--- src/hw/rtl/fet_pkg.sv ---
package fet_pkg;

    // Configuration register
    localparam int unsigned       LIMIT_W     = 5;
    localparam logic [LIMIT_W-1:0] LIMIT_RESET = 5'd16;

    // Command codes
    localparam logic [1:0] CMD_NOTIFY = 2'd0;
    localparam logic [1:0] CMD_CLOSE  = 2'd1;
    localparam logic [1:0] CMD_QUERY  = 2'd2;
    localparam logic [1:0] CMD_UNUSED = 2'd3;

    // Result kinds
    localparam logic [1:0] KIND_NOTIFIED = 2'd0;
    localparam logic [1:0] KIND_EVICTED  = 2'd1;
    localparam logic [1:0] KIND_CLOSED   = 2'd2;
    localparam logic [1:0] KIND_QUERY    = 2'd3;

    // Fixed values
    localparam logic [30:0] DEFAULT_TIMEOUT = 31'd5000;
    localparam logic [31:0] EVICT_REASON    = 32'd4;

    // One result beat
    typedef struct packed {
        logic [1:0]  kind;
        logic [31:0] id;
        logic [31:0] reason;
        logic [30:0] timeout;
        logic        found;
        logic        last;
    } t_result;

endpackage

--- src/hw/rtl/fet_ifs.sv ---
interface fet_cmd_if;
    logic               valid;
    logic               ready;
    logic [1:0]         command;
    logic [31:0]        item_id;
    logic [31:0]        close_reason;
    logic signed [31:0] timeout_req;

    modport source (
        output valid, command, item_id, close_reason, timeout_req,
        input  ready
    );
    modport sink (
        input  valid, command, item_id, close_reason, timeout_req,
        output ready
    );
endinterface

interface fet_res_if;
    logic        valid;
    logic        ready;
    logic [1:0]  result_kind;
    logic [31:0] result_id;
    logic [31:0] result_reason;
    logic [30:0] effective_timeout;
    logic        found;
    logic        last;

    modport source (
        output valid, result_kind, result_id, result_reason, effective_timeout,
               found, last,
        input  ready
    );
    modport sink (
        input  valid, result_kind, result_id, result_reason, effective_timeout,
               found, last,
        output ready
    );
endinterface

--- src/hw/rtl/fet_result_reg.sv ---
module fet_result_reg (
    input  logic             i_clk,
    input  logic             i_rst_n,
    input  logic             i_load,
    input  fet_pkg::t_result i_beat,
    output logic             o_can_load,
    fet_res_if.source        o_res
);
    import fet_pkg::*;

    logic    r_valid;
    t_result r_beat;

    // Accept a new beat when empty or when the held beat leaves this cycle
    assign o_can_load = !r_valid || o_res.ready;

    // Track occupancy
    always_ff @(posedge i_clk) begin
        if (!i_rst_n) begin
            r_valid <= 1'b0;
        end else if (o_can_load) begin
            r_valid <= i_load;
        end
    end

    // Hold the payload
    always_ff @(posedge i_clk) begin
        if (i_load && o_can_load) begin
            r_beat <= i_beat;
        end
    end

    assign o_res.valid             = r_valid;
    assign o_res.result_kind       = r_beat.kind;
    assign o_res.result_id         = r_beat.id;
    assign o_res.result_reason     = r_beat.reason;
    assign o_res.effective_timeout = r_beat.timeout;
    assign o_res.found             = r_beat.found;
    assign o_res.last              = r_beat.last;

endmodule

--- src/hw/rtl/fifo_evicting_id_table_unit.sv ---
// Table of active 32-bit ids kept oldest first in a single-port-read RAM, with
// a wrapping id allocator that skips ids in use. One command is worked at a
// time; the command port is ready only while the engine is idle, and a result
// beat waits in an output register so the next command can enter meanwhile.
// Every id lookup walks the RAM one entry per cycle, a removal reads each later
// entry and writes it back one place down, and the append and result steps follow.
// An allocating notify repeats the lookup once for each candidate found in use,
// at most CAPACITY + 1 lookups. A notify of a new id while the count is at the
// limit reports the evicted id in one beat (last low) ahead of the notify beat.
module fifo_evicting_id_table_unit #(
    parameter int CAPACITY = 16
) (
    input  logic                        i_clk,
    input  logic                        i_rst_n,
    input  logic                        i_cfg_we,
    input  logic [fet_pkg::LIMIT_W-1:0] i_cfg_data,
    fet_cmd_if.sink                     i_cmd,
    fet_res_if.source                   o_res
);
    import fet_pkg::*;

    localparam int AW = (CAPACITY > 1) ? $clog2(CAPACITY) : 1;
    localparam int CW = $clog2(CAPACITY + 1);

    localparam logic [2:0] ST_IDLE   = 3'd0;
    localparam logic [2:0] ST_SCAN   = 3'd1;
    localparam logic [2:0] ST_EVICT  = 3'd2;
    localparam logic [2:0] ST_SHIFT  = 3'd3;
    localparam logic [2:0] ST_APPEND = 3'd4;
    localparam logic [2:0] ST_FINAL  = 3'd5;

    // Control state
    logic [2:0]         r_state, n_state;
    logic [CW-1:0]      r_count, n_count;
    logic [31:0]        r_cand, n_cand;
    logic [LIMIT_W-1:0] r_limit;
    logic               r_rd_valid, n_rd_valid;

    // Working registers of the current command
    logic [1:0]    r_cmd, n_cmd;
    logic [31:0]   r_target, n_target;
    logic [31:0]   r_reason, n_reason;
    logic [30:0]   r_tmo, n_tmo;
    logic          r_alloc, n_alloc;
    logic          r_found, n_found;
    logic [CW-1:0] r_idx, n_idx;
    logic [AW-1:0] r_rd_idx, n_rd_idx;

    // Order memory
    logic [31:0]   r_order_mem [CAPACITY];
    logic [31:0]   r_rd_data;
    logic          mem_re;
    logic [AW-1:0] mem_raddr;
    logic          mem_we;
    logic [AW-1:0] mem_waddr;
    logic [31:0]   mem_wdata;

    // Result path
    logic    res_load;
    logic    res_can_load;
    t_result res_beat;

    logic          hit;
    logic          scan_more;
    logic [CW-1:0] lim;
    logic          evict_needed;
    logic [31:0]   cand_adv;

    // Clamp the limit to the table size
    assign lim = ({27'd0, r_limit} > 32'(CAPACITY)) ? CW'(CAPACITY) : CW'(r_limit);
    assign evict_needed = (lim != '0) && (r_count >= lim) && (r_count != '0);

    assign hit       = r_rd_valid && (r_rd_data == r_target);
    assign scan_more = r_idx < r_count;
    assign cand_adv  = (r_cand == 32'hFFFF_FFFF) ? 32'd1 : r_cand + 32'd1;

    assign i_cmd.ready = (r_state == ST_IDLE);

    // Sequence one command
    always_comb begin
        n_state    = r_state;
        n_count    = r_count;
        n_cand     = r_cand;
        n_rd_valid = r_rd_valid;
        n_cmd      = r_cmd;
        n_target   = r_target;
        n_reason   = r_reason;
        n_tmo      = r_tmo;
        n_alloc    = r_alloc;
        n_found    = r_found;
        n_idx      = r_idx;
        n_rd_idx   = r_rd_idx;
        mem_re     = 1'b0;
        mem_raddr  = r_idx[AW-1:0];
        mem_we     = 1'b0;
        mem_waddr  = '0;
        mem_wdata  = r_target;
        res_load   = 1'b0;
        res_beat   = '0;

        unique case (r_state)
            ST_IDLE: begin
                if (i_cmd.valid) begin
                    n_cmd      = i_cmd.command;
                    n_reason   = i_cmd.close_reason;
                    n_tmo      = i_cmd.timeout_req[31] ? DEFAULT_TIMEOUT
                                                       : i_cmd.timeout_req[30:0];
                    n_idx      = '0;
                    n_rd_valid = 1'b0;
                    if (i_cmd.command != CMD_UNUSED) begin
                        n_state = ST_SCAN;
                    end
                    if (i_cmd.command == CMD_NOTIFY && i_cmd.item_id == 32'd0) begin
                        n_target = r_cand;
                        n_cand   = cand_adv;
                        n_alloc  = 1'b1;
                    end else begin
                        n_target = i_cmd.item_id;
                        n_alloc  = 1'b0;
                    end
                end
            end

            ST_SCAN: begin
                if (hit && r_alloc) begin
                    // candidate in use: take the next one and look again
                    n_target   = r_cand;
                    n_cand     = cand_adv;
                    n_idx      = '0;
                    n_rd_valid = 1'b0;
                end else if (hit) begin
                    n_found    = 1'b1;
                    n_rd_valid = 1'b0;
                    if (r_cmd == CMD_QUERY) begin
                        n_state = ST_FINAL;
                    end else begin
                        n_idx   = CW'(r_rd_idx) + CW'(1);
                        n_state = ST_SHIFT;
                    end
                end else if (!scan_more && !r_rd_valid) begin
                    n_found = 1'b0;
                    if (r_cmd == CMD_NOTIFY) begin
                        if (evict_needed) begin
                            mem_re    = 1'b1;
                            mem_raddr = '0;
                            n_state   = ST_EVICT;
                        end else begin
                            n_state = ST_APPEND;
                        end
                    end else begin
                        n_state = ST_FINAL;
                    end
                end else if (scan_more) begin
                    mem_re     = 1'b1;
                    n_idx      = r_idx + CW'(1);
                    n_rd_valid = 1'b1;
                    n_rd_idx   = r_idx[AW-1:0];
                end else begin
                    n_rd_valid = 1'b0;
                end
            end

            ST_EVICT: begin
                // report the oldest id, then close the gap at the head
                if (res_can_load) begin
                    res_load        = 1'b1;
                    res_beat.kind   = KIND_EVICTED;
                    res_beat.id     = r_rd_data;
                    res_beat.reason = EVICT_REASON;
                    n_idx           = CW'(1);
                    n_rd_valid      = 1'b0;
                    n_state         = ST_SHIFT;
                end
            end

            ST_SHIFT: begin
                // move each later entry down by one
                if (r_rd_valid) begin
                    mem_we    = 1'b1;
                    mem_waddr = AW'(r_rd_idx - AW'(1));
                    mem_wdata = r_rd_data;
                end
                if (scan_more) begin
                    mem_re     = 1'b1;
                    n_idx      = r_idx + CW'(1);
                    n_rd_valid = 1'b1;
                    n_rd_idx   = r_idx[AW-1:0];
                end else begin
                    n_rd_valid = 1'b0;
                    if (!r_rd_valid) begin
                        n_count = r_count - CW'(1);
                        n_state = (r_cmd == CMD_NOTIFY) ? ST_APPEND : ST_FINAL;
                    end
                end
            end

            ST_APPEND: begin
                if (lim != '0 && r_count < CW'(CAPACITY)) begin
                    mem_we    = 1'b1;
                    mem_waddr = r_count[AW-1:0];
                    mem_wdata = r_target;
                    n_count   = r_count + CW'(1);
                end
                n_state = ST_FINAL;
            end

            ST_FINAL: begin
                if (res_can_load) begin
                    res_load      = 1'b1;
                    res_beat.id   = r_target;
                    res_beat.last = 1'b1;
                    unique case (r_cmd)
                        CMD_NOTIFY: begin
                            res_beat.kind    = KIND_NOTIFIED;
                            res_beat.timeout = r_tmo;
                        end
                        CMD_CLOSE: begin
                            res_beat.kind   = KIND_CLOSED;
                            res_beat.reason = r_found ? r_reason : 32'd0;
                            res_beat.found  = r_found;
                        end
                        default: begin
                            res_beat.kind  = KIND_QUERY;
                            res_beat.found = r_found;
                        end
                    endcase
                    n_state = ST_IDLE;
                end
            end

            default: begin
                n_state = ST_IDLE;
            end
        endcase
    end

    // Advance control state
    always_ff @(posedge i_clk) begin
        if (!i_rst_n) begin
            r_state    <= ST_IDLE;
            r_count    <= '0;
            r_cand     <= 32'd1;
            r_rd_valid <= 1'b0;
        end else begin
            r_state    <= n_state;
            r_count    <= n_count;
            r_cand     <= n_cand;
            r_rd_valid <= n_rd_valid;
        end
    end

    // Hold the limit register
    always_ff @(posedge i_clk) begin
        if (!i_rst_n) begin
            r_limit <= LIMIT_RESET;
        end else if (i_cfg_we) begin
            r_limit <= i_cfg_data;
        end
    end

    // Working registers
    always_ff @(posedge i_clk) begin
        r_cmd    <= n_cmd;
        r_target <= n_target;
        r_reason <= n_reason;
        r_tmo    <= n_tmo;
        r_alloc  <= n_alloc;
        r_found  <= n_found;
        r_idx    <= n_idx;
        r_rd_idx <= n_rd_idx;
    end

    // Order memory: one write and one registered read per cycle
    always_ff @(posedge i_clk) begin
        if (mem_we) begin
            r_order_mem[mem_waddr] <= mem_wdata;
        end
    end

    always_ff @(posedge i_clk) begin
        if (mem_re) begin
            r_rd_data <= r_order_mem[mem_raddr];
        end
    end

    fet_result_reg u_result_reg (
        .i_clk      (i_clk),
        .i_rst_n    (i_rst_n),
        .i_load     (res_load),
        .i_beat     (res_beat),
        .o_can_load (res_can_load),
        .o_res      (o_res)
    );

endmodule

--- src/flat_wrapper.sv ---
// flat-port wrapper written by rule: the top's interface ports become plain ports
module fifo_evicting_id_table_unit_flat import fet_pkg::*;
#(
    parameter int CAPACITY = 16
)
  (i_clk, i_rst_n, i_cfg_we, i_cfg_data, i_cmd_valid, i_cmd_command, i_cmd_item_id, i_cmd_close_reason, i_cmd_timeout_req, i_cmd_ready, o_res_valid, o_res_result_kind, o_res_result_id, o_res_result_reason, o_res_effective_timeout, o_res_found, o_res_last, o_res_ready);
  fet_cmd_if i_cmd_i ();
  fet_res_if o_res_i ();
  input  logic i_clk;
  input  logic i_rst_n;
  input  logic i_cfg_we;
  input  logic [fet_pkg::LIMIT_W-1:0] i_cfg_data;
  input wire logic [$bits(i_cmd_i.valid)-1:0] i_cmd_valid;
  input wire logic [$bits(i_cmd_i.command)-1:0] i_cmd_command;
  input wire logic [$bits(i_cmd_i.item_id)-1:0] i_cmd_item_id;
  input wire logic [$bits(i_cmd_i.close_reason)-1:0] i_cmd_close_reason;
  input wire logic [$bits(i_cmd_i.timeout_req)-1:0] i_cmd_timeout_req;
  output wire logic [$bits(i_cmd_i.ready)-1:0] i_cmd_ready;
  output wire logic [$bits(o_res_i.valid)-1:0] o_res_valid;
  output wire logic [$bits(o_res_i.result_kind)-1:0] o_res_result_kind;
  output wire logic [$bits(o_res_i.result_id)-1:0] o_res_result_id;
  output wire logic [$bits(o_res_i.result_reason)-1:0] o_res_result_reason;
  output wire logic [$bits(o_res_i.effective_timeout)-1:0] o_res_effective_timeout;
  output wire logic [$bits(o_res_i.found)-1:0] o_res_found;
  output wire logic [$bits(o_res_i.last)-1:0] o_res_last;
  input wire logic [$bits(o_res_i.ready)-1:0] o_res_ready;
  assign i_cmd_i.valid = i_cmd_valid;
  assign i_cmd_i.command = i_cmd_command;
  assign i_cmd_i.item_id = i_cmd_item_id;
  assign i_cmd_i.close_reason = i_cmd_close_reason;
  assign i_cmd_i.timeout_req = i_cmd_timeout_req;
  assign i_cmd_ready = i_cmd_i.ready;
  assign o_res_valid = o_res_i.valid;
  assign o_res_result_kind = o_res_i.result_kind;
  assign o_res_result_id = o_res_i.result_id;
  assign o_res_result_reason = o_res_i.result_reason;
  assign o_res_effective_timeout = o_res_i.effective_timeout;
  assign o_res_found = o_res_i.found;
  assign o_res_last = o_res_i.last;
  assign o_res_i.ready = o_res_ready;
  fifo_evicting_id_table_unit #(.CAPACITY(CAPACITY)) u_core (.i_clk(i_clk), .i_rst_n(i_rst_n), .i_cfg_we(i_cfg_we), .i_cfg_data(i_cfg_data), .i_cmd(i_cmd_i), .o_res(o_res_i));
endmodule
--- config.mk ---
export PLATFORM = sky130hd
export DESIGN_NAME = fifo_evicting_id_table_unit_flat
export DESIGN_NICKNAME = d
export VERILOG_FILES = /design/src/hw/rtl/fet_pkg.sv /design/src/hw/rtl/fet_ifs.sv /design/src/hw/rtl/fet_result_reg.sv /design/src/hw/rtl/fifo_evicting_id_table_unit.sv /design/src/flat_wrapper.sv
export SDC_FILE = /design/constraint.sdc
export NUM_CORES = 1
export LEC_CHECK = 0
export BUFFER_PORTS_ARGS = -buffer_cell sky130_fd_sc_hd__buf_4
export CORE_ASPECT_RATIO = 1.1
export CORE_UTILIZATION = 25
export DETAILED_ROUTE_END_ITERATION = 8
export PLACE_DENSITY = 0.36
export SKIP_LAST_GASP = 1
export SLEW_MARGIN = 5
export SYNTH_ARGS = -nofsm -noshare
export SYNTH_HDL_FRONTEND = slang
export SYNTH_SLANG_ARGS = --single-unit
export TNS_END_PERCENT = 100
--- constraint.sdc ---
create_clock -name i_clk -period 9.46 [get_ports i_clk]
set_input_delay 0.473 -clock i_clk [delete_from_list [all_inputs] [get_ports i_clk]]
set_output_delay 0.473 -clock i_clk [all_outputs]
set_load 0.02 [all_outputs]
==> impl_results.md <==
- Final hold vios: 0
- Synthesized area per cell: 17.4 um2
- Adder-cell share of the synthesized area: 0.681%
- Grt ovf: 0
- Reg2reg start: u_core.r_state[0]$_SDFFE_PN0P_
- Postcts setup bufs: 0
- DP Cell Count: 3674
- CP Class: register to register
- RSZ-0062 raised after global routing: false
- CTS tree: yes
- H-tree depth: 3
- Compound-Gate Fraction of Synth Area: 7.75%
- Worst-skew pair later-pin latency: 0.68 ns
- Detailed Route Iter0 Violations: 1193
- Clk buf depth: 3
- CTS Root Cell: clkbuf_16
- Total GRT Usage: 14.7%
- Crit end category: register
- Cell Rows: 138
- Largest family of logic cells by synthesized area: multiplexers
- Synth async-reset ratio: 0%
- Syn_nets: 1987
- DRT antenna net count: 0
- Fin nets: 2253
- Worst hold slack: 0.0663 ns
- Vias in the first global route: 19000
- Met1 Usage GRT: 19.3%
- Multi-input gate area: 8460 um2
- Post-Synth XOR/XNOR Area: 1.22%
- Clock slew at reported path FFs: 0.06 ns
- Synth Instances: 1862
- Synthesized area: 32300 um2
- Hold_sp: i_cmd_timeout_req[8]
- Flops & latches, synth: 798
- Num ports: 209
- Clock sinks: 798
- Mux share of post-synthesis cell area: 10.1%
- Max-Cap Viols: 0
- Startpoint Class: register
- CTS Buf Count: 92
- Critical Path Start: u_core.r_state[0]$_SDFFE_PN0P_
- Slew HR: 17.4%
- Worst Path Required: 9.79 ns
- Crit path max fanout: 39
- Grt met2 use: 23.9%
- Status: completed
- Largest net degree at the start of global routing: 136
- Die Wd: 345 um
- I/O Buffers: 208
- Core Area: 128000 um2
- Worst-margin pin slew: 1.24 ns
- Detailed-route via count: 18100
- VDD IR max: 0.234 mV
- Crit path DAT: 4.63 ns
- Power Dens Cells: 269 nW/um2
- First-pass detailed-route iteration total: 4
- Die Height: 379 um
- Fill cell count: 12700
- Number of synthesized flops with an enable pin: 751
- Layout cell share with drive strength beyond 1: 28.2%
- Synth Area in Simple Gates: 5.83%
- Register area: 23500 um2
- Final Skew: 0.0334 ns
- Setup Viol. Count Final: 0
- Cts hold-fix bufs: 40
- Final min period: 4.30 ns
- DIE AREA: 131000 um2
- Via density: 4.65
- Main flop type after synthesis: edfxtp_1
- Area growth syn-to-layout: 21.7%
- Global-route wire length before repair: 139 mm
- Routed len/inst: 25.0 um
- Setup TNS: 0 ns
- Final wirelength: 97.1 mm
- Initial antenna violation count: 1
- Lkg Pwr: 13.0 nW
- Post-synth cell types: 74
- PostCTS Resize Cnt: 0
- Initial core utilization: 25.2%
- Sequential area share after synthesis: 72.6%
- GRT busiest layer: met2
- Crit share post-route: 45.5%
- YS warnings: 0
- GPL Wtd Cong: 0.811
- Met3 capacity usage during global routing: 2.72%
- DR DRC count: 0
- Max-slew violations: 0
- Fmax: 0.232 GHz
- Min-Delay Path Class: primary input to register
- Placed wire-length estimate: 61.2 mm
- Post-Layout Cell Count: 3888
cells by family after synthesis:
kind of cell	Yosys count
DFF	798
xor gates and xnor gates	45
AOI/OAI and AO/OA	317
adders and majority gates	17
and+or+nand+nor	326
buffers and inverters	128
muxes	231
critical path: stages, from the launching register on:
cell and delay (ns):
dfxtp_1 0.51, nor2b_1 0.32, nand3_2 0.85, nor2_1 0.50, o21ai_0 0.19, nand2_1 0.15
a22oi_1 0.26, nor2_4 0.64, buf_4 0.45
area by class of cell:
type / count / share of cell area [%]
diodes: 1 / 0.00636
clock buffers: 124 / 6.47
clock inverters: 49 / 1.13
inverters: 20 / 0.191
multi-input cells: 936 / 21.5
flip-flops and latches: 798 / 59.7
well taps: 1680 / 5.34
repair buffers: 280 / 5.66
synthesized netlist by cell type (23+ instances only):
master	count	area [um2]
a2111oi_0	32	280
a211oi_1	33	248
a21oi_1	28	140
a221oi_1	32	280
a22o_1	63	552
a2bb2oi_1	33	289
and2_1	68	425
clkbuf_1	71	267
dfxtp_1	47	941
edfxtp_1	751	22600
mux2_2	126	1420
mux2i_1	41	410
mux4_2	64	1440
nand2_1	39	146
nand3_1	23	115
nor2_1	50	188
nor2b_1	31	194
o21ai_0	26	130
xor2_1	37	324
metrics by stage:
stage | total power, mW | setup WS [ns] | cell area, um2 | utilization, %
final | 10.6 | 5.16 | 39400 | 30.6
after global routing | 11.0 | 4.76 | 39400 | 30.6
after CTS | 10.8 | 5.00 | 39400 | 30.6
after detailed placement | 7.16 | 5.01 | 36000 | 28.0
after global placement | 7.16 | 5.21 | 36000 | 28.0
after floorplan | 6.13 | 0.975 | 32300 | -
metal layers:
layer	share of wire, %	vias up
li1	-	8081
met1	45	9409
met2	47	458
met3	4.9	138
met4	3.1	0
met5	0	-
power by group:
part           total, mW  internal (mW)  switching, mW  leakage (nW)
sequential          4.52           4.31          0.208          7.29
combinational       2.53          0.934           1.59          4.20
clock               3.54           2.08           1.46          1.46
worst paths after layout:
check	depth (start not counted)	end	slack, ns
hold / removal	2	u_core.r_tmo[8]$_SDFFCE_PP1P_	0.07
setup reg to reg	8	u_core.r_order_mem[7][13]$_DFFE_PP_	5.16
hold reg to reg	2	u_core.r_cand[20]$_SDFFE_PN0P_	0.50
setup / recovery	8	u_core.r_order_mem[7][13]$_DFFE_PP_	5.16
sequential cells by signal (all words and copies together), names as in the netlist, 31 cells and up:
| signal | count |
|---|---|
| u_core.r_cand | 32 |
| u_core.r_tmo | 31 |
| u_core.r_order_mem | 512 |
| u_core.r_reason | 32 |
| u_core.u_result_reg.o_res.result_reason | 32 |
| u_core.u_result_reg.o_res.effective_timeout | 31 |
| u_core.r_rd_data | 32 |
| u_core.r_target | 32 |
| u_core.u_result_reg.o_res.result_id | 32 |
layout by cell type (no fill, tap or decap), types with 39 or more instances in the layout:
cell type / n
clkbuf_16: 95
mux2_2: 126
mux2i_1: 41
a22o_1: 63
nand2_1: 39
and2_1: 67
dlygate4sd3_1: 40
buf_4: 238
edfxtp_1: 751
mux4_2: 64
dfxtp_1: 47
Power figures use the tool's default switching activity.
